<file path="src/design/dsrt_pkg.sv">
// Shared types, codes and helpers for the date-sorted record table.
`timescale 1ns / 1ps
`default_nettype none

package dsrt_pkg;

	localparam int DEPTH_DEF = 16;
	localparam int ID_W      = 31;
	localparam int MONTH_W   = 4;
	localparam int DAY_W     = 5;
	localparam int SLOT_W    = 4;
	localparam int STATUS_W  = 2;

	typedef enum logic {
		OP_INSERT = 1'b0,
		OP_LOOKUP = 1'b1
	} op_t;

	typedef enum logic [STATUS_W-1:0] {
		ST_INSERTED = 2'd0,
		ST_FULL     = 2'd1,
		ST_FOUND    = 2'd2,
		ST_MISSING  = 2'd3
	} status_t;

	typedef struct packed {
		logic [ID_W-1:0]    id;
		logic [MONTH_W-1:0] month;
		logic [DAY_W-1:0]   day;
	} rec_t;

	// Broadcast from the top level to every cell in the chain.
	typedef struct packed {
		logic ins;    // an insert beat was accepted and the table has room
		logic front;  // the new record goes to the front of the list
	} cell_cmd_t;

	// True when the date of a is newer than or equal to the date of b.
	function automatic logic date_ge(rec_t a, rec_t b);
		return {a.month, a.day} >= {b.month, b.day};
	endfunction

endpackage

`default_nettype wire

</file>
<file path="src/design/dsrt_cell.sv">
// One storage cell of the record chain: holds a record, shifts from its left neighbor.
`timescale 1ns / 1ps
`default_nettype none

module dsrt_cell #(
	parameter bit FIRST = 1'b0
) (
	input  wire logic              clk,
	input  wire logic              occ,
	input  wire dsrt_pkg::cell_cmd_t cmd,
	input  wire dsrt_pkg::rec_t    key,
	input  wire dsrt_pkg::rec_t    left_rec,
	input  wire logic              left_g,
	output dsrt_pkg::rec_t         rec_q,
	output logic                   g,
	output logic                   take,
	output logic                   match
);

	logic f;
	logic shift;

	// The front cell takes ties; later cells keep equal dates ahead of the new one.
	always_comb begin
		if (FIRST) begin
			f = !occ || dsrt_pkg::date_ge(key, rec_q);
			g = f;
		end else begin
			f = !occ || !dsrt_pkg::date_ge(rec_q, key);
			g = f || cmd.front;
		end
		shift = cmd.ins && left_g;
		take  = cmd.ins && g && !left_g;
		match = occ && (rec_q.id == key.id);
	end

	always_ff @(posedge clk) begin
		if (shift) begin
			rec_q <= left_rec;
		end else if (take) begin
			rec_q <= key;
		end
	end

endmodule

`default_nettype wire

</file>
<file path="src/design/dsrt_pick.sv">
// Picks the lowest flagged cell and gathers its position and record.
`timescale 1ns / 1ps
`default_nettype none

module dsrt_pick #(
	parameter int DEPTH = dsrt_pkg::DEPTH_DEF
) (
	input  wire logic [DEPTH-1:0]          sel,
	input  wire dsrt_pkg::rec_t            recs [DEPTH],
	output logic [dsrt_pkg::SLOT_W-1:0]    slot,
	output dsrt_pkg::rec_t                 rec
);

	logic [DEPTH-1:0] first;

	// Isolating the lowest set bit costs one increment across the vector.
	assign first = sel & (~sel + {{(DEPTH-1){1'b0}}, 1'b1});

	always_comb begin
		slot = '0;
		rec  = '0;
		for (int i = 0; i < DEPTH; i++) begin
			if (first[i]) begin
				slot = slot | dsrt_pkg::SLOT_W'(i);
				rec  = dsrt_pkg::rec_t'(rec | recs[i]);
			end
		end
	end

endmodule

`default_nettype wire

</file>
<file path="src/design/date_sorted_record_table.sv">
// Top level of the date-sorted record table: cell chain, selection and output register.
`timescale 1ns / 1ps
`default_nettype none

// The table keeps up to DEPTH records (identifier, month, day) sorted newest
// first, with dates compared by month and then by day. An insert beat places
// its record at the front when the table is empty or the new date is newer
// than or equal to the front date, and otherwise right after every entry
// whose date is not older; a full table drops the insert and answers with a
// full status. A lookup beat answers with the record nearest the front whose
// identifier matches, or a not-found status. Every input beat yields exactly
// one result beat, registered, on the cycle after acceptance. The block takes
// one beat per cycle: every cell compares its record with the broadcast key
// and shifts in parallel, and the cycle is set by the lowest-bit isolation
// and the gather across the DEPTH cells. The input is stalled only while a
// result waits on a stalled output. Slot numbers carry the low four bits of
// the position. Reset empties the table; no clearing pass is needed.
module date_sorted_record_table #(
	parameter int DEPTH = dsrt_pkg::DEPTH_DEF
) (
	input  wire logic                          clk,
	input  wire logic                          arst_n,
	input  wire logic                          in_valid,
	output logic                               in_stall,
	input  wire logic                          op,
	input  wire logic [dsrt_pkg::ID_W-1:0]     rec_id,
	input  wire logic [dsrt_pkg::MONTH_W-1:0]  month,
	input  wire logic [dsrt_pkg::DAY_W-1:0]    day,
	output logic                               out_valid,
	input  wire logic                          out_stall,
	output logic [dsrt_pkg::STATUS_W-1:0]      status,
	output logic [dsrt_pkg::SLOT_W-1:0]        slot,
	output logic [dsrt_pkg::ID_W-1:0]          found_id,
	output logic [dsrt_pkg::MONTH_W-1:0]       found_month,
	output logic [dsrt_pkg::DAY_W-1:0]         found_day
);

	localparam int CNT_W = $clog2(DEPTH + 1);

	logic                  acc;
	logic                  is_lookup;
	logic                  full;
	logic [CNT_W-1:0]      entry_count_q;
	dsrt_pkg::rec_t        key;
	dsrt_pkg::cell_cmd_t   cmd;
	dsrt_pkg::rec_t        cell_rec [DEPTH];
	logic [DEPTH-1:0]      occ;
	logic [DEPTH-1:0]      g;
	logic [DEPTH-1:0]      take;
	logic [DEPTH-1:0]      match;
	logic [DEPTH-1:0]      sel;
	logic [dsrt_pkg::SLOT_W-1:0] pick_slot;
	dsrt_pkg::rec_t        pick_rec;
	logic                  out_valid_q;
	dsrt_pkg::status_t     status_q;
	logic [dsrt_pkg::SLOT_W-1:0] slot_q;
	dsrt_pkg::rec_t        found_q;

	// A new beat is refused only while a result sits on a stalled output.
	assign in_stall  = out_valid_q && out_stall;
	assign acc       = in_valid && !in_stall;
	assign is_lookup = (op == dsrt_pkg::OP_LOOKUP);
	assign full      = (entry_count_q == CNT_W'(DEPTH));

	assign key.id    = rec_id;
	assign key.month = month;
	assign key.day   = day;

	assign cmd.ins   = acc && !is_lookup && !full;
	assign cmd.front = g[0];

	// The occupied cells always form a prefix of the chain.
	always_comb begin
		for (int i = 0; i < DEPTH; i++) begin
			occ[i] = (CNT_W'(i) < entry_count_q);
		end
	end

	for (genvar i = 0; i < DEPTH; i++) begin : g_cell
		if (i == 0) begin : g_head
			dsrt_cell #(
				.FIRST(1'b1)
			) u_cell (
				.clk     (clk),
				.occ     (occ[i]),
				.cmd     (cmd),
				.key     (key),
				.left_rec('0),
				.left_g  (1'b0),
				.rec_q   (cell_rec[i]),
				.g       (g[i]),
				.take    (take[i]),
				.match   (match[i])
			);
		end else begin : g_body
			dsrt_cell #(
				.FIRST(1'b0)
			) u_cell (
				.clk     (clk),
				.occ     (occ[i]),
				.cmd     (cmd),
				.key     (key),
				.left_rec(cell_rec[i-1]),
				.left_g  (g[i-1]),
				.rec_q   (cell_rec[i]),
				.g       (g[i]),
				.take    (take[i]),
				.match   (match[i])
			);
		end
	end

	// An insert with room marks exactly one taking cell; a lookup marks every matching cell.
	assign sel = is_lookup ? match : take;

	dsrt_pick #(
		.DEPTH(DEPTH)
	) u_pick (
		.sel (sel),
		.recs(cell_rec),
		.slot(pick_slot),
		.rec (pick_rec)
	);

	always_ff @(posedge clk or negedge arst_n) begin
		if (!arst_n) begin
			entry_count_q <= '0;
			out_valid_q   <= 1'b0;
		end else begin
			if (cmd.ins) begin
				entry_count_q <= entry_count_q + CNT_W'(1);
			end
			if (acc) begin
				out_valid_q <= 1'b1;
			end else if (!out_stall) begin
				out_valid_q <= 1'b0;
			end
		end
	end

	// Result payload; fields without meaning are forced to zero.
	always_ff @(posedge clk) begin
		if (acc) begin
			if (!is_lookup) begin
				found_q <= '0;
				if (full) begin
					status_q <= dsrt_pkg::ST_FULL;
					slot_q   <= '0;
				end else begin
					status_q <= dsrt_pkg::ST_INSERTED;
					slot_q   <= pick_slot;
				end
			end else if (|match) begin
				status_q <= dsrt_pkg::ST_FOUND;
				slot_q   <= pick_slot;
				found_q  <= pick_rec;
			end else begin
				status_q <= dsrt_pkg::ST_MISSING;
				slot_q   <= '0;
				found_q  <= '0;
			end
		end
	end

	assign out_valid   = out_valid_q;
	assign status      = status_q;
	assign slot        = slot_q;
	assign found_id    = found_q.id;
	assign found_month = found_q.month;
	assign found_day   = found_q.day;

	// The fill count never passes the table depth.
	a_count_bound: assert property (@(posedge clk) disable iff (!arst_n)
		entry_count_q <= CNT_W'(DEPTH))
		else $error("entry count exceeds depth");

	// An insert with room marks exactly one cell to take the new record.
	a_one_taker: assert property (@(posedge clk) disable iff (!arst_n)
		cmd.ins |-> $onehot(take))
		else $error("insert without exactly one target cell");

	// An accepted insert with room grows the table by one entry.
	a_count_step: assert property (@(posedge clk) disable iff (!arst_n)
		cmd.ins |=> entry_count_q == $past(entry_count_q) + CNT_W'(1))
		else $error("insert did not grow the table");

	// Every accepted beat is followed by a result beat on the output.
	a_result_follows: assert property (@(posedge clk) disable iff (!arst_n)
		acc |=> out_valid)
		else $error("accepted beat produced no result");

endmodule

`default_nettype wire
</file>
<file path="config.mk">
export PLATFORM = sky130hd
export DESIGN_NAME = date_sorted_record_table
export DESIGN_NICKNAME = d
export VERILOG_FILES = /design/src/design/dsrt_pkg.sv /design/src/design/dsrt_cell.sv /design/src/design/dsrt_pick.sv /design/src/design/date_sorted_record_table.sv
export SDC_FILE = /design/constraint.sdc
export NUM_CORES = 2
export LEC_CHECK = 0
export BUFFER_PORTS_ARGS = -buffer_cell sky130_fd_sc_hd__buf_2
export CORE_MARGIN = 2
export CORE_UTILIZATION = 43
export CTS_CLUSTER_SIZE = 12
export DETAILED_ROUTE_END_ITERATION = 6
export REMOVE_ABC_BUFFERS = 1
export SLEW_MARGIN = 20
export SYNTH_ARGS = -nofsm -noshare
export SYNTH_HDL_FRONTEND = slang
export SYNTH_HIERARCHICAL = 1
export SYNTH_SLANG_ARGS = --single-unit
</file>
<file path="constraint.sdc">
create_clock -name clk -period 8.35 [get_ports clk]
set_input_delay 0.4175 -clock clk [delete_from_list [all_inputs] [get_ports clk]]
set_output_delay 0.4175 -clock clk [all_outputs]
set_load 0.02 [all_outputs]
</file>
==> results.ini <==
[timing]
holdWs_ps = 146
worst_slew_pin_slew_ps = 1950
min_period_over_period_pct = 70.7
hold_viol = 0
min_period_ps = 5900
fin_skew_ps = 31.1
maxSlewViolCount = 41
relSlewSlack_pct = -30.5
setup_viol = 0
tns_ps = 0
rsz0062_at_grt = false
max_freq_mhz = 169

[route]
drc = 1
firstDrtPassIters = 7
wire_per_inst_um = 29.2
detail-route-antenna-nets = 0
first_iter_violations = 4233
viasPerCell = 6.19
wirelength_mm = 153
vias = 32300

[pwr]
pwr-share-clk_pct = 34.2
cellLeakagePower_nw = 17.9
p_per_area_mw_per_mm2 = 194
fin_total_pwr_mw = 9.68
ir_worst_vdd_v = 0.000155
swShare_pct = 30.4
p_sw_mw = 2.95
power_frac_seq_pct = 45.6
combPwrFrac_pct = 20.1
intPower_mw = 6.73

[final_layout]
fin_nets = 3979
final_util_pct = 48.2
syn2layout_area_growth_pct = 11.0
layout-drive-gt1-share_pct = 26.9
final_area_mm2 = 0.0498

[global_routing]
grt_max_degree = 71
grt_pass1_vias = 30700
grt_first_pass_wirelength_mm = 220
antenna_found_initial = 6
grt-ovfl-total = 0
grt_usage_pct = 27.9

[floorplanning]
fp-row-count = 118
die_h_um = 327
fp.dieW_um = 327
io_pins = 93
start_util_pct = 43.4
core-area_mm2 = 0.103
die_area_mm2 = 0.107

[logic_synthesis]
avgSynthCellArea_um2 = 12.2
ys_warn_count = 6
netlist_area_mm2 = 0.0449
synth_cells = 3667

[placement]
portBuffers = 92
place_hpwl_mm = 112
gp_congestion = 0.974
placed_area_mm2 = 0.0475

[cts]
cts_buffers = 79
clock_latency_ps = 650
cts_setup_buffers = 0
cts.repair.resized = 0
hold_buffers = 2
tritoncts = built
path_clk_slew_ps = 60
clock_sinks = 692
cts_root_buf = clkbuf_16
htree_levels = 3
cts_buffer_depth = 3

[job]
drv_cap = 0

[critical_path]
r2r_start = entry_count_q[4]
required_ps = 8750
crit_type = reg2reg
cp-startpoint = entry_count_q[4]
end_kind = flip-flop
path_max_fanout = 21
cp-start-kind = flip-flop
cp.arrival_ps = 6300

[min_path]
hp-class = in2reg
min_from = out_stall

[status]
violations = DRC, slew limit
status = finished with violations

[metrics by stage]
| step | instances | setup WS [ps] |
|---|---|---|
| 2_1_floorplan | 3511 | 1430 |
| 3_3_place_gp | 5084 | 2390 |
| 3_5_place_dp | 5085 | 2550 |
| 4_1_cts | 5223 | 2610 |
| 5_1_grt | 5223 | 2190 |
| 6_report | 5224 | 2450 |
[registers in the layout, summed over array words and instances (netlist names)]
signal / cells
slot: 4
out_valid: 1
found_month: 4
g_cell.g_head.u_cell/rec_q: 40
g_cell.g_body.u_cell/rec_q: 600
status: 2
found_id: 31
entry_count_q: 5
found_day: 5
[worst max-delay path, stage by stage, from the launching register on]
cell       delay, ps
dfrtp_1          540
nor3_1           550
nand2_1          310
o2111ai_1        190
a211o_1          680
nor2b_1          240
a211oi_1         270
mux2_2           550
or4_1            930
a211oi_1         260
a221oi_1         750
o2111ai_1        170
and2_1           180
[power groups by stage]
stage | Combinational [mW] | Sequential [mW] | Clock (mW)
floorplan | 1.22 | 4.39 | 0
global placement | 1.88 | 4.48 | 0
detailed placement | 1.91 | 4.48 | 0
CTS | 1.92 | 4.41 | 3.36
global route | 2.07 | 4.44 | 3.48
finish | 1.95 | 4.42 | 3.31
[final cells by class]
class / count / area [µm²]
Antenna cell: 1 / 2.50
Fill cell: 9236 / 53700
Clock inverter: 34 / 234
Inverter: 179 / 672
Clock buffer: 102 / 2090
Timing Repair Buffer: 196 / 1250
Multi-Input combinational cell: 2640 / 23100
Sequential cell: 692 / 20700
Tap cell: 1380 / 1730
[final timing paths]
| kind | endpoint | slack (ps) | cells past startpoint |
|---|---|---|---|
| setup / recovery | found_id[11] | 2450 | 12 |
| hold / removal | out_valid | 150 | 3 |
| setup reg to reg | found_id[11] | 2450 | 12 |
| hold reg to reg | g_cell[1].g_body.u_cell/rec_q[7] | 610 | 1 |
| max in group asynchronous | entry_count_q[0] | 7960 | 2 |
| min in group asynchronous | out_valid | 190 | 2 |
[cells in the final DEF (no fill, tap or decap), types with 14 or more instances in the layout]
cell type	n
nand2_1	192
and2_1	52
nor4bb_1	29
a222oi_1	29
o21a_1	20
inv_1	177
clkbuf_16	80
conb_1	43
buf_4	102
o221ai_1	29
nand4_1	100
clkbuf_1	21
nand2b_1	70
nor4_1	89
nor3_1	14
buf_2	92
mux2_1	57
a211o_1	30
a22o_1	71
nor4_2	31
edfxtp_1	686
nand3b_1	69
xor2_1	386
a211oi_1	48
clkinv_2	15
nor2_1	31
o21ai_0	77
a221o_1	51
ha_1	146
mux2_2	599
xnor2_1	113
a221oi_1	22
a21oi_1	77
[routing by layer]
metal	global-route usage, %	routed length [µm]	vias up
met4	6.34	3480	0
met5	0	0	-
met1	40.7	66100	16300
li1	-	-	14200
met3	4.81	14300	175
met2	43.2	68900	1617
Power figures use the tool's default switching activity.
